[src/hdl/skf_pkg.sv]
// ----------------------------------------------------------------------------
// skf_pkg
// Shared types and constants for the scalar kalman filter
// ----------------------------------------------------------------------------
package skf_pkg;

    localparam int MEAS_W   = 16;
    localparam int DATA_W   = 32;
    localparam int FRAC_W   = 16;
    localparam int GAIN_W   = 16;
    localparam int INN_W    = DATA_W + 2;
    localparam int PROD_W   = INN_W + GAIN_W;
    localparam int STEP_W   = $clog2(GAIN_W);
    localparam int CFG_IDX_W = 8;

    localparam logic [CFG_IDX_W-1:0] REG_PROCESS_NOISE      = 8'd0;
    localparam logic [CFG_IDX_W-1:0] REG_MEASUREMENT_NOISE  = 8'd1;
    localparam logic [CFG_IDX_W-1:0] REG_INITIAL_COVARIANCE = 8'd2;
    localparam logic [CFG_IDX_W-1:0] REG_INITIAL_ESTIMATE   = 8'd3;

    localparam logic [DATA_W-1:0] RST_PROCESS_NOISE      = 32'd197;
    localparam logic [DATA_W-1:0] RST_MEASUREMENT_NOISE  = 32'd13107;
    localparam logic [DATA_W-1:0] RST_INITIAL_COVARIANCE = 32'd65536;
    localparam logic [DATA_W-1:0] RST_INITIAL_ESTIMATE   = 32'd196608;

    localparam logic [GAIN_W-1:0] GAIN_MAX = {GAIN_W{1'b1}};

    typedef struct packed {
        logic busy;
        logic done;
    } t_unit_stat;

endpackage

[src/hdl/skf_div.sv]
// ----------------------------------------------------------------------------
// skf_div
// Restoring divider, one quotient bit per cycle, for the fractional gain
// ----------------------------------------------------------------------------
module skf_div (
    input  logic                            i_clk,
    input  logic                            i_rst_n,
    input  logic                            i_start,
    input  logic [skf_pkg::DATA_W-1:0]      i_num,
    input  logic [skf_pkg::DATA_W:0]        i_den,
    output skf_pkg::t_unit_stat             o_stat,
    output logic [skf_pkg::GAIN_W-1:0]      o_quot
);

    logic                           r_busy;
    logic                           r_done;
    logic [skf_pkg::STEP_W-1:0]     r_cnt;
    logic [skf_pkg::DATA_W:0]       r_rem;
    logic [skf_pkg::DATA_W:0]       r_den;
    logic [skf_pkg::GAIN_W-1:0]     r_quot;

    logic [skf_pkg::DATA_W+1:0]     shifted;
    logic [skf_pkg::DATA_W+1:0]     den_ext;
    logic [skf_pkg::DATA_W+1:0]     diff;
    logic                           fits;

    // remainder stays below the divisor, so only the low bits survive
    assign shifted = {r_rem, 1'b0};
    assign den_ext = {1'b0, r_den};
    assign fits    = (shifted >= den_ext);
    assign diff    = shifted - den_ext;

    always_ff @(posedge i_clk) begin
        if (!i_rst_n) begin
            r_busy <= 1'b0;
            r_done <= 1'b0;
            r_cnt  <= '0;
        end else begin
            r_done <= 1'b0;
            if (i_start) begin
                r_busy <= 1'b1;
                r_cnt  <= '0;
            end else if (r_busy) begin
                r_cnt <= r_cnt + 1'b1;
                if (r_cnt == skf_pkg::STEP_W'(skf_pkg::GAIN_W - 1)) begin
                    r_busy <= 1'b0;
                    r_done <= 1'b1;
                end
            end
        end
    end

    always_ff @(posedge i_clk) begin
        if (i_start) begin
            r_rem  <= {1'b0, i_num};
            r_den  <= i_den;
            r_quot <= '0;
        end else if (r_busy) begin
            r_rem  <= fits ? diff[skf_pkg::DATA_W:0] : shifted[skf_pkg::DATA_W:0];
            r_quot <= {r_quot[skf_pkg::GAIN_W-2:0], fits};
        end
    end

    assign o_stat.busy = r_busy;
    assign o_stat.done = r_done;
    assign o_quot      = r_quot;

endmodule

[src/hdl/skf_mul.sv]
// ----------------------------------------------------------------------------
// skf_mul
// Shift-add multiplier, signed multiplicand by the unsigned gain, one gain
// bit per cycle with the low product bits shifting out serially
// ----------------------------------------------------------------------------
module skf_mul (
    input  logic                                i_clk,
    input  logic                                i_rst_n,
    input  logic                                i_start,
    input  logic signed [skf_pkg::INN_W-1:0]    i_mcand,
    input  logic [skf_pkg::GAIN_W-1:0]          i_mplier,
    output skf_pkg::t_unit_stat                 o_stat,
    output logic signed [skf_pkg::PROD_W-1:0]   o_prod
);

    logic                               r_busy;
    logic                               r_done;
    logic [skf_pkg::STEP_W-1:0]         r_cnt;
    logic signed [skf_pkg::INN_W-1:0]   r_mcand;
    logic signed [skf_pkg::INN_W:0]     r_hi;
    logic [skf_pkg::GAIN_W-1:0]         r_lo;

    logic signed [skf_pkg::INN_W:0]     addend;
    logic signed [skf_pkg::INN_W:0]     sum;
    logic [skf_pkg::PROD_W:0]           full;

    assign addend = r_lo[0] ? {r_mcand[skf_pkg::INN_W-1], r_mcand} : '0;
    assign sum    = r_hi + addend;
    assign full   = {r_hi, r_lo};

    always_ff @(posedge i_clk) begin
        if (!i_rst_n) begin
            r_busy <= 1'b0;
            r_done <= 1'b0;
            r_cnt  <= '0;
        end else begin
            r_done <= 1'b0;
            if (i_start) begin
                r_busy <= 1'b1;
                r_cnt  <= '0;
            end else if (r_busy) begin
                r_cnt <= r_cnt + 1'b1;
                if (r_cnt == skf_pkg::STEP_W'(skf_pkg::GAIN_W - 1)) begin
                    r_busy <= 1'b0;
                    r_done <= 1'b1;
                end
            end
        end
    end

    always_ff @(posedge i_clk) begin
        if (i_start) begin
            r_mcand <= i_mcand;
            r_hi    <= '0;
            r_lo    <= i_mplier;
        end else if (r_busy) begin
            r_hi <= {sum[skf_pkg::INN_W], sum[skf_pkg::INN_W:1]};
            r_lo <= {sum[0], r_lo[skf_pkg::GAIN_W-1:1]};
        end
    end

    assign o_stat.busy = r_busy;
    assign o_stat.done = r_done;
    assign o_prod      = $signed(full[skf_pkg::PROD_W-1:0]);

endmodule

[src/hdl/scalar_kalman_filter.sv]
// ----------------------------------------------------------------------------
// scalar_kalman_filter
// One-dimensional kalman filter over signed 16-bit sensor samples.
//
// Each accepted item runs one filter step and yields one item with the new
// Q16.16 estimate and covariance. The prep state forms the predicted
// covariance and innovation. The bit-serial gain divider then works out the
// 16 quotient bits and hands off. The two bit-serial multipliers then run side
// by side: a load, 16 product bits and a hand-off. A last state rounds and
// saturates into the output register, once that register is free. With zero
// measurement noise the divider is skipped. The input is ready again in the
// cycle after the result is registered. The gain divider and the multipliers
// each retire one bit per cycle while busy. A new item is taken once the
// previous one reaches the output register, even while that result still
// waits to be taken. Estimate and covariance load from the initial registers
// on the first item after reset.
// ----------------------------------------------------------------------------
module scalar_kalman_filter (
    input  logic                                i_clk,
    input  logic                                i_rst_n,
    // configuration write channel
    input  logic                                i_cfg_valid,
    output logic                                o_cfg_ready,
    input  logic [skf_pkg::CFG_IDX_W-1:0]       i_cfg_index,
    input  logic [skf_pkg::DATA_W-1:0]          i_cfg_data,
    // input stream
    input  logic                                s_axis_tvalid,
    output logic                                s_axis_tready,
    input  logic [15:0]                         s_axis_tdata,   // measurement
    // output stream
    output logic                                m_axis_tvalid,
    input  logic                                m_axis_tready,
    output logic [63:0]                         m_axis_tdata    // estimate_out, covariance_out
);

    localparam logic [2:0] ST_IDLE   = 3'd0;
    localparam logic [2:0] ST_PREP   = 3'd1;
    localparam logic [2:0] ST_DIV    = 3'd2;
    localparam logic [2:0] ST_MSTART = 3'd3;
    localparam logic [2:0] ST_MUL    = 3'd4;
    localparam logic [2:0] ST_FIN    = 3'd5;

    localparam int DW = skf_pkg::DATA_W;
    localparam int IW = skf_pkg::INN_W;
    localparam int PW = skf_pkg::PROD_W;
    localparam int FW = skf_pkg::FRAC_W;

    logic [2:0]                 r_state;
    logic [2:0]                 n_state;
    logic                       r_primed;
    logic                       r_out_valid;

    logic [DW-1:0]              r_q;
    logic [DW-1:0]              r_r;
    logic [DW-1:0]              r_p0;
    logic [DW-1:0]              r_x0;

    logic [skf_pkg::MEAS_W-1:0] r_meas;
    logic [DW-1:0]              r_est;
    logic [DW-1:0]              r_cov;
    logic [DW-1:0]              r_p1;
    logic signed [IW-1:0]       r_inn;
    logic [skf_pkg::GAIN_W-1:0] r_gain;
    logic [DW-1:0]              r_out_est;
    logic [DW-1:0]              r_out_cov;

    logic                       accept;
    logic                       out_free;
    logic [DW:0]                p_sum;
    logic [DW-1:0]              p1;
    logic [DW:0]                den;
    logic signed [IW-1:0]       inn;
    logic                       div_start;
    logic                       mul_start;
    skf_pkg::t_unit_stat        div_stat;
    skf_pkg::t_unit_stat        mx_stat;
    skf_pkg::t_unit_stat        mp_stat;
    logic [skf_pkg::GAIN_W-1:0] div_quot;
    logic signed [PW-1:0]       prod_x;
    logic signed [PW-1:0]       prod_p;
    logic signed [PW-1:0]       round_x;
    logic signed [IW:0]         nx;
    logic [DW-1:0]              est_next;
    logic [FW+DW:0]             ceil_p;
    logic [DW-1:0]              cov_next;

    assign accept        = s_axis_tvalid && s_axis_tready;
    assign s_axis_tready = (r_state == ST_IDLE);
    assign o_cfg_ready   = 1'b1;
    assign out_free      = !r_out_valid || m_axis_tready;

    // predicted covariance, saturated, and innovation
    assign p_sum = {1'b0, r_cov} + {1'b0, r_q};
    assign p1    = p_sum[DW] ? {DW{1'b1}} : p_sum[DW-1:0];
    assign den   = {1'b0, p1} + {1'b0, r_r};
    assign inn   = $signed({{(IW-skf_pkg::MEAS_W-FW){r_meas[skf_pkg::MEAS_W-1]}},
                            r_meas, {FW{1'b0}}})
                 - $signed({{(IW-DW){r_est[DW-1]}}, r_est});

    assign div_start = (r_state == ST_PREP) && (r_r != '0);
    assign mul_start = (r_state == ST_MSTART);

    // estimate update, rounded half up then saturated
    assign round_x = prod_x + $signed(PW'(1 << (FW - 1)));
    assign nx      = $signed({{(IW+1-DW){r_est[DW-1]}}, r_est})
                   + $signed({round_x[PW-1], round_x[PW-1:FW]});

    always_comb begin
        if (!nx[IW] && (nx[IW-1:DW-1] != '0)) begin
            est_next = {1'b0, {(DW-1){1'b1}}};
        end else if (nx[IW] && (nx[IW-1:DW-1] != '1)) begin
            est_next = {1'b1, {(DW-1){1'b0}}};
        end else begin
            est_next = nx[DW-1:0];
        end
    end

    // covariance times one minus gain, floored, as p1 minus ceil(p1 * gain)
    assign ceil_p   = {1'b0, prod_p[FW+DW-1:0]} + (FW+DW+1)'((1 << FW) - 1);
    assign cov_next = r_p1 - ceil_p[FW+DW-1:FW];

    always_comb begin
        n_state = r_state;
        case (r_state)
            ST_IDLE: begin
                if (accept) begin
                    n_state = ST_PREP;
                end
            end
            ST_PREP: begin
                n_state = (r_r == '0) ? ST_MSTART : ST_DIV;
            end
            ST_DIV: begin
                if (div_stat.done) begin
                    n_state = ST_MSTART;
                end
            end
            ST_MSTART: begin
                n_state = ST_MUL;
            end
            ST_MUL: begin
                if (mx_stat.done) begin
                    n_state = ST_FIN;
                end
            end
            ST_FIN: begin
                if (out_free) begin
                    n_state = ST_IDLE;
                end
            end
            default: begin
                n_state = ST_IDLE;
            end
        endcase
    end

    always_ff @(posedge i_clk) begin
        if (!i_rst_n) begin
            r_state     <= ST_IDLE;
            r_primed    <= 1'b0;
            r_out_valid <= 1'b0;
            r_q         <= skf_pkg::RST_PROCESS_NOISE;
            r_r         <= skf_pkg::RST_MEASUREMENT_NOISE;
            r_p0        <= skf_pkg::RST_INITIAL_COVARIANCE;
            r_x0        <= skf_pkg::RST_INITIAL_ESTIMATE;
        end else begin
            r_state <= n_state;
            if (accept) begin
                r_primed <= 1'b1;
            end
            if ((r_state == ST_FIN) && out_free) begin
                r_out_valid <= 1'b1;
            end else if (m_axis_tready) begin
                r_out_valid <= 1'b0;
            end
            if (i_cfg_valid && o_cfg_ready) begin
                case (i_cfg_index)
                    skf_pkg::REG_PROCESS_NOISE:      r_q  <= i_cfg_data;
                    skf_pkg::REG_MEASUREMENT_NOISE:  r_r  <= i_cfg_data;
                    skf_pkg::REG_INITIAL_COVARIANCE: r_p0 <= i_cfg_data;
                    skf_pkg::REG_INITIAL_ESTIMATE:   r_x0 <= i_cfg_data;
                    default: ;
                endcase
            end
        end
    end

    always_ff @(posedge i_clk) begin
        if (accept) begin
            r_meas <= s_axis_tdata;
            if (!r_primed) begin
                r_est <= r_x0;
                r_cov <= r_p0;
            end
        end
        if (r_state == ST_PREP) begin
            r_p1  <= p1;
            r_inn <= inn;
            // no measurement noise: gain would reach one, so it is capped
            if (r_r == '0) begin
                r_gain <= (p1 == '0) ? '0 : skf_pkg::GAIN_MAX;
            end
        end
        if ((r_state == ST_DIV) && div_stat.done) begin
            r_gain <= div_quot;
        end
        if ((r_state == ST_FIN) && out_free) begin
            r_est     <= est_next;
            r_cov     <= cov_next;
            r_out_est <= est_next;
            r_out_cov <= cov_next;
        end
    end

    skf_div u_div (
        .i_clk   (i_clk),
        .i_rst_n (i_rst_n),
        .i_start (div_start),
        .i_num   (p1),
        .i_den   (den),
        .o_stat  (div_stat),
        .o_quot  (div_quot)
    );

    skf_mul u_mul_x (
        .i_clk    (i_clk),
        .i_rst_n  (i_rst_n),
        .i_start  (mul_start),
        .i_mcand  (r_inn),
        .i_mplier (r_gain),
        .o_stat   (mx_stat),
        .o_prod   (prod_x)
    );

    skf_mul u_mul_p (
        .i_clk    (i_clk),
        .i_rst_n  (i_rst_n),
        .i_start  (mul_start),
        .i_mcand  ($signed({{(IW-DW){1'b0}}, r_p1})),
        .i_mplier (r_gain),
        .o_stat   (mp_stat),
        .o_prod   (prod_p)
    );

    assign m_axis_tvalid = r_out_valid;
    assign m_axis_tdata  = {r_out_cov, r_out_est};

    a_accept_primes: assert property (@(posedge i_clk) disable iff (!i_rst_n)
        accept |=> (r_primed && (r_state == ST_PREP)))
        else $error("accepted item did not prime the filter");

    a_div_active: assert property (@(posedge i_clk) disable iff (!i_rst_n)
        (r_state == ST_DIV) |-> (div_stat.busy || div_stat.done))
        else $error("waiting on an idle divider");

    a_mul_lockstep: assert property (@(posedge i_clk) disable iff (!i_rst_n)
        (mx_stat.done == mp_stat.done) && (mx_stat.busy == mp_stat.busy))
        else $error("multipliers out of step");

    a_cov_shrinks: assert property (@(posedge i_clk) disable iff (!i_rst_n)
        (r_state == ST_FIN) |-> (cov_next <= r_p1))
        else $error("updated covariance above predicted covariance");

endmodule
[config.mk]
export PLATFORM = sky130hd
export DESIGN_NAME = scalar_kalman_filter
export DESIGN_NICKNAME = d
export VERILOG_FILES = /design/src/hdl/skf_pkg.sv /design/src/hdl/skf_div.sv /design/src/hdl/skf_mul.sv /design/src/hdl/scalar_kalman_filter.sv
export SDC_FILE = /design/constraint.sdc
export NUM_CORES = 1
export LEC_CHECK = 0
export ABC_CLOCK_PERIOD_IN_PS = 12450
export BUFFER_PORTS_ARGS = -buffer_cell sky130_fd_sc_hd__buf_2
export CAP_MARGIN = 15
export CORE_MARGIN = 2
export CORE_UTILIZATION = 55
export CTS_BUF_LIST = sky130_fd_sc_hd__clkbuf_4 sky130_fd_sc_hd__clkbuf_8 sky130_fd_sc_hd__clkbuf_16
export DETAILED_ROUTE_END_ITERATION = 6
export GPL_ROUTABILITY_DRIVEN = 0
export PLACE_DENSITY = 0.72
export SLEW_MARGIN = 10
export SYNTH_ARGS = -nofsm -noshare
export SYNTH_HDL_FRONTEND = slang
export SYNTH_SLANG_ARGS = --single-unit
[constraint.sdc]
create_clock -name i_clk -period 12.45 [get_ports i_clk]
set_clock_uncertainty 0.15 [all_clocks]
set_input_delay 2.49 -clock i_clk [delete_from_list [all_inputs] [get_ports i_clk]]
set_output_delay 2.49 -clock i_clk [all_outputs]
set_load 0.02 [all_outputs]
==> results of run 1 <==
-- cell usage in the layout (no fill, tap or decap), types with 39 or more instances in the layout --
master / n
xnor2_1: 165
nand2_1: 626
mux2i_1: 67
nand2b_1: 41
a31oi_1: 48
clkbuf_16: 74
dfxtp_1: 233
a21oi_1: 241
nor3_1: 52
nand3_1: 99
ha_1: 250
a21o_1: 109
buf_2: 125
edfxtp_1: 387
o21a_1: 43
xor2_1: 123
nor2_1: 310
o21ai_0: 197
nand4_1: 39
inv_1: 129
a21boi_0: 124
and2_1: 80
-- final cells by class --
type	count	area (sq um)	area share [%]
antenna	2	5.00	0.0123
inverter	132	500	1.23
timing repair buffer	153	836	2.06
clock inverter	28	216	0.534
clock buffer	101	2090	5.16
sequential	622	16300	40.3
tap	864	1080	2.67
multi-input combinational	3028	19500	48.1
-- state kept, by name (all words and copies together) (netlist names), 33 cells and up --
name / cells
u_mul_p.r_hi: 34
u_mul_x.r_hi: 34
u_mul_x.r_mcand: 33
u_div.r_rem: 33
r_inn: 33
u_div.r_den: 33
-- through the flow --
step                util, %  hold slack (ps)
finish                 61.3              265
global route           61.3              268
CTS                    61.3              261
detailed placement     57.8              255
global placement       57.8              252
floorplan                 -              250
-- worst register-to-register path, cell delays in order (launching register included) --
cell and delay (ps):
edfxtp_1 370, ha_1 240, fa_1 480, a211oi_1 350, o21a_1 230, or4b_1 210, a211oi_1 90, nor3b_1 450
o21ai_2 250, nor2_1 290, inv_1 100, ha_1 300, a211oi_1 270, nor2_1 130, a21oi_1 230, a21oi_1 160
a41oi_1 380, o21ai_0 190, o41ai_1 670, o311ai_0 230, a21oi_1 220, xnor2_1 80
-- report_power, final --
| group | switching [mW] | internal (mW) |
|---|---|---|
| Sequential | 0.249 | 2.55 |
| Combinational | 2.00 | 1.11 |
| Clock | 0.861 | 1.22 |
| Total | 3.11 | 4.88 |
-- routing by layer --
metal	vias up	global-route usage, %
met2	1153	47.9
met5	-	0
met1	14134	40.3
met3	271	5.68
met4	2	11.6
li1	14259	-
-- kinds of logic after synthesis --
kind of cell,Yosys count
AO/OA/AOI/OAI,981
XOR/XNOR,288
adder cells (fa/ha/maj),257
buffers and inverters,280
flip-flops,622
multiplexers,78
other,1
AND/OR/NAND/NOR,1423
-- final timing paths --
kind,from,to,slack (ps),cells past startpoint
worst max-delay path,r_cov[0],u_div.r_den[31],6160,21
worst min register to register,r_inn[23],u_mul_x.r_mcand[23],260,0
worst min-delay path,r_inn[23],u_mul_x.r_mcand[23],260,0
worst max register to register,r_cov[0],u_div.r_den[31],6160,21
==> results.py, run 1 <==
metrics = {
    "layout": {
        "syn_to_final_growth_pct": 10.0,
        "drive_above_1_share_pct": 8.27,
        "final_cells": 4930,
        "design_area_sq_um": 40500,
        "layout.nets": 4325,
        "nFillCells": 5701,
    },
    "grt": {
        "grt_pass1_vias": 28172,
        "groute.usage.overall_pct": 29.9,
        "grt_first_pass_wirelength_um": 162000,
        "grt-ovfl-total": 0,
        "grt_max_degree": 94,
        "antenna_found_initial": 6,
    },
    "yosys": {
        "yosys-top-cells-count": "nand2_1, edfxtp_1, nor2_1",
        "synth_compound_area_share_pct": 17.2,
        "synth.distinct_cells": 85,
        "avgSynthCellArea_sq_um": 9.38,
        "yosys.area_share.simple_pct": 17.6,
        "synth-async-reset-ratio_pct": 0,
        "ys_warn_count": 0,
        "yosysTopAreaCellShare_pct": 31.5,
        "synthXorXnorAreaFrac_pct": 6.84,
        "synth_top_family_by_area": "simple AND/OR/NAND/NOR gates",
        "synth_seq_area_share_pct": 44.3,
        "synthTopCellsByArea": "edfxtp_1, dfxtp_1, ha_1",
        "synthMuxAreaShare_pct": 2.16,
        "synth-main-ff-cell": "edfxtp_1",
        "synth.largest_area_cell": "edfxtp_1",
        "synth_edf_count": 387,
        "synthCells": 3930,
        "synthAdderAreaFrac_pct": 8.87,
        "ys_ff_latch": 622,
        "synth_nets": 4248,
        "syn-cell-area_sq_um": 36900,
        "synth_most_common_cell": "nand2_1",
    },
    "detailed_routing": {
        "drc_errors": 0,
        "dr.pass1.iters": 6,
        "drtIter0Drc": 3146,
        "highest_layer": "met5",
        "wl_per_cell_um": 21.3,
        "vias": 29819,
        "wl_met3_um": 8540,
        "routed_wl_um": 105000,
        "ant_nets": 0,
        "via_per_inst": 6.05,
        "wl_met1_um": 44500,
        "met2_length_um": 47400,
    },
    "sta": {
        "maxSlewViolCount": 0,
        "fin_ws_ps": 6160,
        "max_slew_margin_pct": 21.8,
        "setup_viol": 0,
        "worst_pin_slew_ps": 1170,
        "clock.fmax_mhz": 159,
        "rsz0062_at_grt": "no",
        "fin_tns_setup_ps": 0,
        "hold_viol": 0,
        "fin_crit_ps": 6290,
        "post-route-period-util_pct": 50.5,
    },
    "placement": {
        "hpwl_um": 77600,
        "place_area_sq_um": 38200,
        "dp.cells": 4799,
        "port_buffers": 126,
        "preCtsSetupSlack_ps": 6310,
    },
    "critical_path": {
        "critical_path.top_delay_family": "compound AO/OA/AOI/OAI gates",
        "crit_type": "reg -> reg",
        "worstPathRequired_ps": 12670,
        "slowest_delay_ps": 670,
        "crit_slowest_cell": "o41ai_1",
        "crit_path_start_kind": "flip-flop",
        "cp_data_arrival_time_ps": 6510,
        "end_kind": "flip-flop",
        "critPathBufInv": 1,
        "path_max_fanout": 9,
        "worstPathCellList": "ha_1 > fa_1 > a211oi_1 > o21a_1 > or4b_1 > a211oi_1 > nor3b_1 > o21ai_2 > nor2_1 > inv_1 > ha_1 > a211oi_1 > nor2_1 > a21oi_1 > a21oi_1 > a41oi_1 > o21ai_0 > o41ai_1 > o311ai_0 > a21oi_1 > xnor2_1",
    },
    "die": {
        "die_h_um": 263,
        "num_rows": 94,
        "pin_count": 128,
        "dieArea_sq_um": 69100,
        "die_w_um": 263,
        "core_region_area_sq_um": 66100,
        "start_util_pct": 55.8,
    },
    "clock_network": {
        "hold_buffers": 0,
        "clk_latency_ps": 620,
        "clk_path_buf_depth": 3,
        "cts_tree": "built",
        "numCtsBuffers": 70,
        "cts_sinks": 622,
        "ctsResizeCount": 0,
        "htreeDepth": 3,
        "post-cts-setup-buffer-count": 0,
        "clkSlewWorstSetupHoldPaths_ps": 60,
        "root_buffer": "clkbuf_16",
    },
    "power_and_ir_drop": {
        "p_leak_nw": 16.3,
        "power_mw": 7.99,
        "power.density_cell_area_nw_per_um2": 197,
        "ir_drop_v": 0.000188,
    },
    "job": {
        "cap_violations": 0,
    },
    "min_path": {
        "hold_class": "reg -> reg",
    },
    "run_status": {
        "outcome": "finished, final reports clean",
    },
}
No activity file was read; power rests on OpenSTA's default activity.
==> run 2, diff against run 1 <==
--- a/config.mk
+++ b/config.mk
@@ -5,7 +5,7 @@
 export SDC_FILE = /design/constraint.sdc
 export NUM_CORES = 1
 export LEC_CHECK = 0
-export ABC_CLOCK_PERIOD_IN_PS = 12450
+export ABC_CLOCK_PERIOD_IN_PS = 5200
 export BUFFER_PORTS_ARGS = -buffer_cell sky130_fd_sc_hd__buf_2
 export CAP_MARGIN = 15
 export CORE_MARGIN = 2
@@ -13,7 +13,7 @@
 export CTS_BUF_LIST = sky130_fd_sc_hd__clkbuf_4 sky130_fd_sc_hd__clkbuf_8 sky130_fd_sc_hd__clkbuf_16
 export DETAILED_ROUTE_END_ITERATION = 6
 export GPL_ROUTABILITY_DRIVEN = 0
-export PLACE_DENSITY = 0.72
+export PLACE_DENSITY = 0.75
 export SLEW_MARGIN = 10
 export SYNTH_ARGS = -nofsm -noshare
 export SYNTH_HDL_FRONTEND = slang
==> constraint.sdc (replaced) <==
create_clock -name i_clk -period 5.2 [get_ports i_clk]
set_clock_uncertainty 0.15 [all_clocks]
set_input_delay 1.04 -clock i_clk [delete_from_list [all_inputs] [get_ports i_clk]]
set_output_delay 1.04 -clock i_clk [all_outputs]
set_load 0.02 [all_outputs]
==> run 2 against run 1 <==
Net effect:
- the flow now finishes with violations (DRC)
- clock power grew to 2.5 times the previous value
- maximum frequency rose by 27%
- critical path depth up 1
- utilization rose by 1.8 points
- design area increased by 3.0%
- global-route usage is 0.075 points higher
- hold slack worse by 4.4 ps
- sequential share of layout area fell by 1.2 points
- via count grew 1.9%
- non-clock buffer count is 109 higher
- critical endpoint is now u_div.r_den[26]
==> results.py, run 2 (same netlist as run 1, synthesis figures left out) <==
metrics = {
    "run_status": {
        "outcome": "finished with violations",
        "failed_checks": "DRC",
    },
    "grt": {
        "grt_max_degree": 74,
        "grt_pass1_vias": 29036,
        "grt_first_pass_wirelength_um": 163000,
        "groute.usage.overall_pct": 30.0,
        "grt-ovfl-total": 0,
        "antenna_found_initial": 2,
    },
    "min_path": {
        "hold_path_depth": 0,
        "hold_class": "reg -> reg",
    },
    "clock_network": {
        "cts_sinks": 622,
        "clk_path_buf_depth": 3,
        "htreeDepth": 3,
        "numCtsBuffers": 71,
        "root_buffer": "clkbuf_16",
        "clkSlewWorstSetupHoldPaths_ps": 60,
        "cts_tree": "built",
        "clk_latency_ps": 630,
        "hold_buffers": 0,
    },
    "critical_path": {
        "worstPathRequired_ps": 5420,
        "rr_startpoint": "r_q[0]",
        "end_kind": "flip-flop",
        "worstSetupEndpoint": "u_div.r_den[26]",
        "path_max_fanout": 7,
        "crit_path_start_kind": "flip-flop",
        "crit_start": "r_q[0]",
        "r2r_slack_ps": 240,
        "cp_data_arrival_time_ps": 5180,
        "crit_type": "reg -> reg",
        "r2r_cells": 22,
        "r2r-end": "u_div.r_den[26]",
    },
    "die": {
        "pin_count": 128,
        "num_rows": 94,
        "core_region_area_sq_um": 66100,
        "start_util_pct": 55.8,
        "die_w_um": 263,
        "die_h_um": 263,
        "dieArea_sq_um": 69100,
    },
    "layout": {
        "final_common_cell": "nand2_1",
        "largestRegisters": "u_mul_p.r_hi x34, u_mul_x.r_hi x34",
        "syn_to_final_growth_pct": 13.3,
        "design_area_sq_um": 41800,
        "layout.nets": 4435,
        "drive_above_1_share_pct": 11.6,
        "most-common-layout-cells": "nand2_1, edfxtp_1, nor2_1, ha_1, a21oi_1",
    },
    "sta": {
        "maxSlewViolCount": 0,
        "post-route-period-util_pct": 95.4,
        "finalHoldWorstSlack_ps": 260,
        "setup_viol": 0,
        "worst_pin_slew_ps": 1040,
        "hold_viol": 0,
        "max_slew_margin_pct": 30.3,
        "fin_crit_ps": 4960,
        "clock.fmax_mhz": 202,
    },
    "placement": {
        "port_buffers": 126,
        "place_area_sq_um": 39100,
        "hpwl_um": 78000,
    },
    "detailed_routing": {
        "dr.pass1.iters": 7,
        "drc_errors": 14,
        "ant_nets": 0,
        "drtIter0Drc": 3059,
        "routed_wl_um": 106000,
        "via_per_inst": 6.03,
        "wl_per_cell_um": 21.0,
        "vias": 30389,
    },
    "power_and_ir_drop": {
        "p_leak_nw": 16.9,
        "power.density_cell_area_nw_per_um2": 476,
        "ir_drop_v": 0.000310,
    },
    "job": {
        "cap_violations": 0,
    },
}
run 2: changes by cell type in the layout (fill, tap and decap cells not counted), sizes merged:
cell and delta:
buf +109, bufinv +5, clkbuf -9, inv +4, clkinv -2, diode +1
clkinvlp +5
run 2: worst max-delay path, cell delays in order, from the launching register on:
cell	delay, ps
dfxtp_1	350
ha_2	200
fa_2	220
a211oi_2	80
o21a_1	220
or4b_4	530
a211oi_2	220
nor3b_2	90
o21a_2	270
nand2b_1	120
ha_2	190
inv_1	60
fa_2	350
nor2b_1	180
o31a_1	240
nor4_2	70
o211ai_1	260
a41oi_2	190
o21ai_2	210
nor2b_1	70
o21bai_1	190
a21oi_1	110
xnor2_1	130
run 2: cell type report:
type	count	area [sq um]
fillers	5390	24300
flip-flops and latches	622	16300
diodes	3	7.51
clock inverters	40	454
well taps	864	1080
repair buffers	262	1720
inverters	132	500
clock buffers	92	2020
multi-input cells	3028	19700
run 2: metal layers:
metal  part of all wire, %  global-route usage (%)
met1                    42                    40.1
met2                    45                    47.8
met3                   8.3                    4.76
met4                   5.0                    14.3
met5                     0                       0
run 2: worst min path at each step:
stage | startpoint | endpoint | slack, ps
2_1_floorplan | r_inn[0] | u_mul_x.r_mcand[0] | 250
3_3_place_gp | r_inn[31] | u_mul_x.r_mcand[31] | 250
3_5_place_dp | r_inn[22] | u_mul_x.r_mcand[22] | 250
4_1_cts | r_inn[32] | u_mul_x.r_mcand[32] | 250
5_1_grt | r_inn[6] | u_mul_x.r_mcand[6] | 270
6_report | r_inn[32] | u_mul_x.r_mcand[32] | 260
run 2: power by group:
group          switching [mW]  internal, mW
Clock                    2.15          3.12
Combinational            4.95          3.01
Sequential              0.541          6.10
run 2: what timing repair did:
item | 4_1_cts | 5_1_grt
pin swaps | 0 | 13
buffers inserted | 0 | 1
setup endpoints to repair | 3 | 82
hold endpoints to repair | 0 | 0
resized for setup | 2 | 39
run 2: metrics by stage:
| stage | power, mW | TNS (ps) | utilization (%) | setup WS [ps] | std cells |
|---|---|---|---|---|---|
| 6_report | 19.9 | 0 | 63.2 | 241 | 5043 |
| 3_5_place_dp | 14.4 | -82.0 | 59.2 | -82.0 | 4906 |
| 2_1_floorplan | 11.7 | 0 | - | 33.7 | 3930 |
| 4_1_cts | 19.7 | 0 | 62.9 | 34.2 | 5038 |
| 5_1_grt | 20.8 | -69.7 | 63.2 | -15.5 | 5040 |
| 3_3_place_gp | 14.3 | 0 | 59.2 | 5.45 | 4906 |
